`src/sv/cms_pkg.sv`:
```
`timescale 1ns / 1ps
// ----------------------------------------------------------------------------
// cms_pkg
// Shared types and constants for the color markup stripper.
// ----------------------------------------------------------------------------
package cms_pkg;

  localparam int unsigned QUEUE_DEPTH = 4;
  localparam int unsigned CFG_DW      = 8;
  localparam int unsigned MAX_REL     = 3;

  localparam logic [7:0] CH_CARET = 8'h5E;
  localparam logic [7:0] CH_TILDE = 8'h7E;
  localparam logic [7:0] CH_AMP   = 8'h26;
  localparam logic [7:0] CH_DASH  = 8'h2D;

  typedef enum logic [1:0] {
    REG_PARSE_MODE   = 2'd0,
    REG_GLOW_ENABLE  = 2'd1,
    REG_TILDE_ENABLE = 2'd2
  } cfg_reg_t;

  typedef enum logic [1:0] {
    MODE_COPY  = 2'd0,
    MODE_TILDE = 2'd1,
    MODE_GLOW  = 2'd2
  } parse_mode_t;

  typedef enum logic [2:0] {
    ST_IDLE  = 3'd0,
    ST_TIL   = 3'd1,
    ST_TA    = 3'd2,
    ST_TAT   = 3'd3,
    ST_TAD1  = 3'd4,
    ST_TAD2  = 3'd5,
    ST_CARET = 3'd6,
    ST_CODE  = 3'd7
  } scan_state_t;

  // Results released by one input item, queued between front and back.
  typedef struct packed {
    logic [1:0]       cnt;   // number of released bytes, 0 means bare end
    logic             fin;   // item closes the string
    logic [2:0][7:0]  bytes;
  } bundle_t;

  function automatic logic code_digit(input logic [7:0] b);
    return ((b >= 8'h30) && (b <= 8'h39)) || (b == CH_DASH);
  endfunction

endpackage

```
`src/sv/cms_front.sv`:
```
`timescale 1ns / 1ps
// ----------------------------------------------------------------------------
// cms_front
// Holds the configuration, runs the markup scanner on each accepted byte and
// forms the group of released bytes for the queue.
// ----------------------------------------------------------------------------
module cms_front (
  input  logic                      clk,
  input  logic                      rst_n,
  input  logic                      cfg_valid,
  input  logic [1:0]                cfg_index,
  input  logic [cms_pkg::CFG_DW-1:0] cfg_data,
  input  logic                      accept,
  input  logic [7:0]                in_byte,
  input  logic                      in_end_only,
  input  logic                      in_is_last,
  output logic                      bnd_valid,
  output cms_pkg::bundle_t          bnd
);
  import cms_pkg::*;

  logic [1:0]  parse_mode_r;
  logic        glow_enable_r;
  logic        tilde_enable_r;
  scan_state_t state_r, state_nxt;
  logic [7:0]  hd0_r, hd0_nxt;
  logic [7:0]  hd1_r, hd1_nxt;

  logic        glow_on, tilde_on, fin, do_fresh;
  logic [1:0]  n;
  logic [2:0][7:0] rel;

  assign glow_on  = (parse_mode_r != MODE_COPY) &&
                    ((parse_mode_r == MODE_GLOW) || glow_enable_r);
  assign tilde_on = (parse_mode_r == MODE_TILDE) && tilde_enable_r;
  assign fin      = in_end_only || in_is_last;

  always_ff @(posedge clk) begin
    if (!rst_n) begin
      parse_mode_r   <= MODE_COPY;
      glow_enable_r  <= 1'b0;
      tilde_enable_r <= 1'b0;
    end else if (cfg_valid) begin
      unique case (cfg_index)
        REG_PARSE_MODE:   parse_mode_r   <= cfg_data[1:0];
        REG_GLOW_ENABLE:  glow_enable_r  <= cfg_data[0];
        REG_TILDE_ENABLE: tilde_enable_r <= cfg_data[0];
        default: ;
      endcase
    end
  end

  always_ff @(posedge clk) begin
    if (!rst_n) begin
      state_r <= ST_IDLE;
    end else if (accept) begin
      state_r <= state_nxt;
    end
  end

  always_ff @(posedge clk) begin
    if (accept) begin
      hd0_r <= hd0_nxt;
      hd1_r <= hd1_nxt;
    end
  end

  always_comb begin
    state_nxt = state_r;
    hd0_nxt   = hd0_r;
    hd1_nxt   = hd1_r;
    do_fresh  = 1'b0;
    n         = 2'd0;
    rel       = '0;

    if (!in_end_only) begin
      unique case (state_r)
        ST_IDLE: begin
          do_fresh = 1'b1;
        end
        ST_TIL: begin
          if (in_byte == CH_AMP) begin
            state_nxt = ST_TA;
          end else begin
            rel[0]   = CH_TILDE;
            n        = 2'd1;
            do_fresh = 1'b1;
          end
        end
        ST_TA: begin
          if (in_byte == CH_TILDE) begin
            state_nxt = ST_TAT;
          end else if (code_digit(in_byte)) begin
            hd0_nxt   = in_byte;
            state_nxt = ST_TAD1;
          end else begin
            state_nxt = ST_IDLE;
          end
        end
        ST_TAT: begin
          if (in_byte == CH_AMP) begin
            rel[0]    = CH_TILDE;
            rel[1]    = CH_AMP;
            n         = 2'd2;
            state_nxt = ST_IDLE;
          end else begin
            do_fresh = 1'b1;
          end
        end
        ST_TAD1: begin
          if (code_digit(in_byte)) begin
            hd1_nxt   = in_byte;
            state_nxt = ST_TAD2;
          end else begin
            rel[0]   = hd0_r;
            n        = 2'd1;
            do_fresh = 1'b1;
          end
        end
        ST_TAD2: begin
          if (code_digit(in_byte)) begin
            state_nxt = ST_IDLE;
          end else begin
            rel[0]   = hd0_r;
            rel[1]   = hd1_r;
            n        = 2'd2;
            do_fresh = 1'b1;
          end
        end
        ST_CARET: begin
          if (in_byte == CH_CARET) begin
            rel[0]    = CH_CARET;
            n         = 2'd1;
            state_nxt = ST_IDLE;
          end else begin
            state_nxt = ST_CODE;
          end
        end
        ST_CODE: begin
          if (in_byte == CH_CARET) begin
            state_nxt = ST_IDLE;
          end
        end
        default: state_nxt = ST_IDLE;
      endcase
    end

    // a fresh byte may open markup or pass through
    if (do_fresh) begin
      priority if (glow_on && (in_byte == CH_CARET)) begin
        state_nxt = ST_CARET;
      end else if (tilde_on && (in_byte == CH_TILDE)) begin
        state_nxt = ST_TIL;
      end else begin
        rel[n]    = in_byte;
        n         = n + 2'd1;
        state_nxt = ST_IDLE;
      end
    end

    // settle pending bytes at the end of the string
    if (fin) begin
      unique case (state_nxt)
        ST_TIL: begin
          rel[n] = CH_TILDE;
          n      = n + 2'd1;
        end
        ST_TAD1: begin
          rel[0] = hd0_nxt;
          n      = 2'd1;
        end
        ST_TAD2: begin
          rel[0] = hd0_nxt;
          rel[1] = hd1_nxt;
          n      = 2'd2;
        end
        default: ;
      endcase
      state_nxt = ST_IDLE;
    end

    bnd.cnt   = n;
    bnd.fin   = fin;
    bnd.bytes = rel;
    bnd_valid = accept && ((n != 2'd0) || fin);
  end

endmodule

```
`src/sv/cms_queue.sv`:
```
`timescale 1ns / 1ps
// ----------------------------------------------------------------------------
// cms_queue
// Short queue of released-byte groups between the scanner and the emitter.
// ----------------------------------------------------------------------------
module cms_queue #(
  parameter int unsigned DEPTH = cms_pkg::QUEUE_DEPTH
) (
  input  logic             clk,
  input  logic             rst_n,
  input  logic             wr_en,
  input  cms_pkg::bundle_t wr_data,
  input  logic             rd_en,
  output cms_pkg::bundle_t rd_data,
  output logic             full,
  output logic             empty
);
  import cms_pkg::*;

  localparam int unsigned AW = (DEPTH > 1) ? $clog2(DEPTH) : 1;
  localparam int unsigned CW = $clog2(DEPTH + 1);
  localparam logic [AW-1:0] LAST_PTR = AW'(DEPTH - 1);
  localparam logic [CW-1:0] FULL_CNT = CW'(DEPTH);

  bundle_t         mem_r [DEPTH];
  logic [AW-1:0]   wp_r, rp_r;
  logic [CW-1:0]   cnt_r;

  assign full    = (cnt_r == FULL_CNT);
  assign empty   = (cnt_r == '0);
  assign rd_data = mem_r[rp_r];

  always_ff @(posedge clk) begin
    if (wr_en) begin
      mem_r[wp_r] <= wr_data;
    end
  end

  always_ff @(posedge clk) begin
    if (!rst_n) begin
      wp_r  <= '0;
      rp_r  <= '0;
      cnt_r <= '0;
    end else begin
      if (wr_en) begin
        wp_r <= (wp_r == LAST_PTR) ? '0 : wp_r + AW'(1);
      end
      if (rd_en) begin
        rp_r <= (rp_r == LAST_PTR) ? '0 : rp_r + AW'(1);
      end
      if (wr_en && !rd_en) begin
        cnt_r <= cnt_r + CW'(1);
      end else if (rd_en && !wr_en) begin
        cnt_r <= cnt_r - CW'(1);
      end
    end
  end

`ifndef SYNTH
  a_no_overflow: assert property (@(posedge clk) disable iff (!rst_n)
    full |-> !wr_en || rd_en)
    else $error("queue written while full");
  a_no_underflow: assert property (@(posedge clk) disable iff (!rst_n)
    empty |-> !rd_en)
    else $error("queue read while empty");
  a_count_range: assert property (@(posedge clk) disable iff (!rst_n)
    cnt_r <= FULL_CNT)
    else $error("queue count out of range");
`endif

endmodule

```
`src/sv/cms_back.sv`:
```
`timescale 1ns / 1ps
// ----------------------------------------------------------------------------
// cms_back
// Walks head group bytes to the output register, one per cycle while popped.
// ----------------------------------------------------------------------------
module cms_back (
  input  logic             clk,
  input  logic             rst_n,
  input  logic             head_valid,
  input  cms_pkg::bundle_t head,
  output logic             head_pop,
  input  logic             pop,
  output logic             empty,
  output logic [7:0]       out_byte,
  output logic             out_has_byte,
  output logic             out_string_end,
  output logic             out_run_last
);
  import cms_pkg::*;

  logic [1:0] k_r, k_nxt;
  logic       ov_r, ov_nxt;
  logic [7:0] byte_r;
  logic       has_r, send_r, last_r;
  logic       load, is_last;

  assign empty          = !ov_r;
  assign out_byte       = byte_r;
  assign out_has_byte   = has_r;
  assign out_string_end = send_r;
  assign out_run_last   = last_r;

  always_comb begin
    load     = head_valid && (!ov_r || pop);
    is_last  = (head.cnt == 2'd0) || (k_r == head.cnt - 2'd1);
    head_pop = load && is_last;
    k_nxt    = k_r;
    if (load) begin
      k_nxt = is_last ? 2'd0 : k_r + 2'd1;
    end
    ov_nxt = ov_r;
    if (load) begin
      ov_nxt = 1'b1;
    end else if (pop) begin
      ov_nxt = 1'b0;
    end
  end

  always_ff @(posedge clk) begin
    if (!rst_n) begin
      k_r  <= 2'd0;
      ov_r <= 1'b0;
    end else begin
      k_r  <= k_nxt;
      ov_r <= ov_nxt;
    end
  end

  always_ff @(posedge clk) begin
    if (load) begin
      byte_r <= (head.cnt == 2'd0) ? 8'h00 : head.bytes[k_r];
      has_r  <= (head.cnt != 2'd0);
      send_r <= head.fin && is_last;
      last_r <= is_last;
    end
  end

`ifndef SYNTH
  a_index_in_group: assert property (@(posedge clk) disable iff (!rst_n)
    (k_r != 2'd0) |-> head_valid && (k_r < head.cnt))
    else $error("byte index outside the head group");
  a_hold_result: assert property (@(posedge clk) disable iff (!rst_n)
    (ov_r && !pop) |=> ov_r && $stable(byte_r) && $stable(last_r))
    else $error("waiting result changed");
  a_pop_on_last: assert property (@(posedge clk) disable iff (!rst_n)
    head_pop |=> ov_r && last_r)
    else $error("group retired without its last result");
`endif

endmodule

```
`src/sv/color_markup_stripper.sv`:
```
`timescale 1ns / 1ps
// ----------------------------------------------------------------------------
// color_markup_stripper
// Removes caret and tilde color markup from a byte stream, releasing plain text.
// ----------------------------------------------------------------------------
//  channel   handshake              payload
//  input     push / full            in_byte, in_end_only, in_is_last
//  result    empty / pop            out_byte, out_has_byte, out_string_end,
//                                   out_run_last
//  config    cfg_valid / cfg_ready  cfg_index, cfg_data
//
//  The scanner decides each input byte combinationally and takes one byte per
//  cycle while the group queue has room. The emitter releases one result per
//  cycle while results are popped, one per released byte or one for a bare end.
//  Synchronous active-low reset returns the scanner to idle and empties the
//  queue and output register. cfg_ready is always high.
// ----------------------------------------------------------------------------
module color_markup_stripper #(
  parameter int unsigned QDEPTH = cms_pkg::QUEUE_DEPTH
) (
  input  logic                       clk,
  input  logic                       rst_n,
  input  logic                       push,
  output logic                       full,
  input  logic [7:0]                 in_byte,
  input  logic                       in_end_only,
  input  logic                       in_is_last,
  output logic                       empty,
  input  logic                       pop,
  output logic [7:0]                 out_byte,
  output logic                       out_has_byte,
  output logic                       out_string_end,
  output logic                       out_run_last,
  input  logic                       cfg_valid,
  output logic                       cfg_ready,
  input  logic [1:0]                 cfg_index,
  input  logic [cms_pkg::CFG_DW-1:0] cfg_data
);
  import cms_pkg::*;

  logic    q_full, q_empty, accept, bnd_valid, head_pop;
  bundle_t bnd, head;

  assign full      = q_full;
  assign cfg_ready = 1'b1;
  assign accept    = push && !q_full;

  cms_front u_front (
    .clk         (clk),
    .rst_n       (rst_n),
    .cfg_valid   (cfg_valid),
    .cfg_index   (cfg_index),
    .cfg_data    (cfg_data),
    .accept      (accept),
    .in_byte     (in_byte),
    .in_end_only (in_end_only),
    .in_is_last  (in_is_last),
    .bnd_valid   (bnd_valid),
    .bnd         (bnd)
  );

  cms_queue #(
    .DEPTH (QDEPTH)
  ) u_queue (
    .clk     (clk),
    .rst_n   (rst_n),
    .wr_en   (bnd_valid),
    .wr_data (bnd),
    .rd_en   (head_pop),
    .rd_data (head),
    .full    (q_full),
    .empty   (q_empty)
  );

  cms_back u_back (
    .clk            (clk),
    .rst_n          (rst_n),
    .head_valid     (!q_empty),
    .head           (head),
    .head_pop       (head_pop),
    .pop            (pop),
    .empty          (empty),
    .out_byte       (out_byte),
    .out_has_byte   (out_has_byte),
    .out_string_end (out_string_end),
    .out_run_last   (out_run_last)
  );

endmodule
```
`config.mk`:
```
export PLATFORM = sky130hd
export DESIGN_NAME = color_markup_stripper
export DESIGN_NICKNAME = d
export VERILOG_FILES = /design/src/sv/cms_pkg.sv /design/src/sv/cms_front.sv /design/src/sv/cms_queue.sv /design/src/sv/cms_back.sv /design/src/sv/color_markup_stripper.sv
export SDC_FILE = /design/constraint.sdc
export NUM_CORES = 1
export LEC_CHECK = 0
export BUFFER_PORTS_ARGS = -buffer_cell sky130_fd_sc_hd__buf_2
export CAP_MARGIN = 10
export CORE_MARGIN = 4
export CORE_UTILIZATION = 59
export CTS_BUF_LIST = sky130_fd_sc_hd__clkbuf_8
export DETAILED_ROUTE_END_ITERATION = 6
export GPL_ROUTABILITY_DRIVEN = 0
export PLACE_DENSITY_LB_ADDON = 0.1
export SYNTH_ARGS = -nofsm -noshare
export SYNTH_HDL_FRONTEND = slang
export SYNTH_SLANG_ARGS = --single-unit
```
`constraint.sdc`:
```
create_clock -name clk -period 10.15 [get_ports clk]
set_input_delay 2.03 -clock clk [delete_from_list [all_inputs] [get_ports clk]]
set_output_delay 2.03 -clock clk [all_outputs]
set_load 0.03 [all_outputs]
```
==> results.cfg <==
[clock_network]
numCtsBuffers = 17
cts_buffer_depth = 2
cts.clk_slew.worst_paths_ps = 80
clock_latency_ps = 440
cts_tree = built
clock_tree.root_cell = clkbuf_8
htreeDepth = 4
post_cts_buffers = 0
ctsHoldBuffers = 0
ctsResizeCount = 0
clock_sinks = 154

[floorplan]
initial_core_util = 0.6075
io_pins = 39
die_area_um2 = 14320
die_y_um = 119.7
core_um2 = 12110
fp-row-count = 40
die_x_um = 119.7

[finish]
syn_to_final_growth_pct = 8.944
final_area_um2 = 8016
n_antenna_cell = 0
drive_above_1_share = 0.2031
layout_common_cells = edfxtp_1, nand2_1, nor2_1
final_common_cell = edfxtp_1
nets = 603
fin_cells = 744

[route]
ant_nets = 0
vias = 4513
routed_via_density = 6.066
routed_wl_um = 14240
drt_iter0_markers = 381
wire_per_inst_um = 19.14
drtPass1Iterations = 5
drc_errors = 0

[global_route]
grt_max_degree = 28
grt_pass1_vias = 4430
grt_overflow_total = 0
grt_use_total = 0.2091
grt_pass1_wl_um = 23080
met3_usage = 0.04053
met1_usage = 0.2895
grt_antenna_before_repair = 0
gr-max-usage-layer = met2
grt_use_met2 = 0.3330

[sta]
fin_crit_ps = 5626
finalSetupViolCount = 0
hold_viol = 0
report.final.slew_viol_count = 0
setup-tns-final_ps = 0
relSlewSlack = 0.3495
period_share = 0.5542
worstMarginPinSlew_ps = 968.3
finClkSkew_ps = 11.48
rsz0062_at_grt = no
max_freq_ghz = 0.1778

[synthesis]
synth-seq-cells = 154
synthTopCellsByArea = edfxtp_1, mux4_2, dfxtp_1
synth.top_cell.area_share = 0.5509
synth-edff-count = 135
syn-num-nets = 576
yosysTopAreaCell = edfxtp_1
ys_warn_count = 0
synthArstFlopShare = 0
synth_ff_type = edfxtp_1
syn-instance-count = 537
synth_cell_type_count = 66
seq_area_frac_synth = 0.6026
syn_area_um2 = 7358
syn_area_per_cell_um2 = 13.70

[worst_setup_path]
worst_setup_path_end_kind = flop
cp_max_fo = 9
critPathBufInv = 3
worstSetupPathType = primary input to flop
critPathArrivalTime_ps = 5980
cp_slowest_cell = or3b_1
critPathLaunchType = primary input
cp_data_required_time_ps = 10510
max_stage_delay_ps = 440
crit_chain = buf_2 -> or3b_1 -> o31a_1 -> o32ai_1 -> and3_1 -> inv_1 -> ha_1 -> nor2_1 -> and3_1 -> nor3_2 -> ha_1 -> inv_1 -> fa_1 -> xor2_1 -> or3_1 -> a21boi_0
cp_top_family = simple AND/OR/NAND/NOR gates

[flow_run]
maxCapViolations = 0

[pwr]
ir_drop_mv = 0.09651
p_per_area_nw_per_um2 = 203.6
p_total_uw = 1632
p_leak_uw = 0.002946

[placement]
dpl_cell_area_um2 = 7649
portBuffers = 31
dp_cells = 713
hpwl_um = 9600

[hold_path]
worst_hold_path_type = flop to flop

[outcome]
outcome = complete, no violations
[worst paths after layout]
path | slack, ps | to | cells after the start | from
setup / recovery | 4520 | u_queue.cnt_r[2] | 16 | in_byte[1]
hold / removal | 510 | u_queue.wp_r[1] | 2 | u_queue.wp_r[1]
setup reg to reg | 6050 | u_queue.cnt_r[2] | 15 | u_front.state_r[0]
hold reg to reg | 510 | u_queue.wp_r[1] | 2 | u_queue.wp_r[1]
[metal layers]
| metal | part of all wire | routed length [um] | up-vias |
|---|---|---|---|
| met3 | 0.056 | 792 | 41 |
| met1 | 0.43 | 6116 | 2238 |
| met4 | 0.025 | 355 | 0 |
| li1 | - | - | 2089 |
| met2 | 0.49 | 6979 | 145 |
| met5 | 0 | 0 | - |
[synthesized netlist by cell type, drive strengths merged, types with 8 or more instances]
cell / n
mux2: 9
o21ai: 15
buf: 17
nor3: 11
mux4: 27
edfxtp: 135
ha: 13
dfxtp: 19
and3: 8
nand2: 35
inv: 22
nor2b: 19
clkbuf: 16
a21o: 10
nand3: 9
and2: 16
a21oi: 27
nor2: 33
mux2i: 21
[through the flow]
step / utilization / setup WS (ps) / hold WS [ps]
floorplan: - / 4590 / 467.7
global placement: 0.6315 / 4244 / 480.9
detailed placement: 0.6315 / 4099 / 500.0
CTS: 0.6619 / 4540 / 511.7
global route: 0.6619 / 4297 / 559.4
finish: 0.6619 / 4524 / 506.1
[sequential cells by signal (all words and copies together), names as in the netlist, 2 cells and up, named ones only]
name	cells
u_front.hd1_r	8
u_front.parse_mode_r	2
u_back.k_r	2
u_back.out_byte	8
u_front.hd0_r	8
u_queue.mem_r	108
u_queue.wp_r	2
u_front.state_r	3
u_queue.cnt_r	3
u_queue.rp_r	2
[cell families after synthesis]
group,Yosys count,synth area share
buffers and inverters,55,0.03180
multiplexers,57,0.1250
AO/OA/AOI/OAI,87,0.08349
other,1,0.0005096
AND/OR/NAND/NOR,163,0.1246
adder cells (fa/ha/maj),14,0.02483
flip-flops,154,0.6026
XOR/XNOR,6,0.007142
[power breakdown]
part | internal [uW] | total [uW] | switching (uW)
Clock | 214 | 430 | 216
Combinational | 152 | 376 | 225
Sequential | 790 | 826 | 35.7
[final cells by class]
class	count	area [um2]
flip-flops and latches	154	4436
fillers	919	4095
clock buffers	17	234.0
multi-input cells	328	2690
well taps	168	210.2
inverters	22	82.58
repair buffers	41	230.2
clock inverters	14	133.9
[tightest hold or removal path, delay by kind of cell (launching register included)]
family           cells  cell delay (ps)
AND/OR/NAND/NOR      1               60
flip-flops           1              350
multiplexers         1               50
Note: power is estimated with default switching activity, not from simulation.
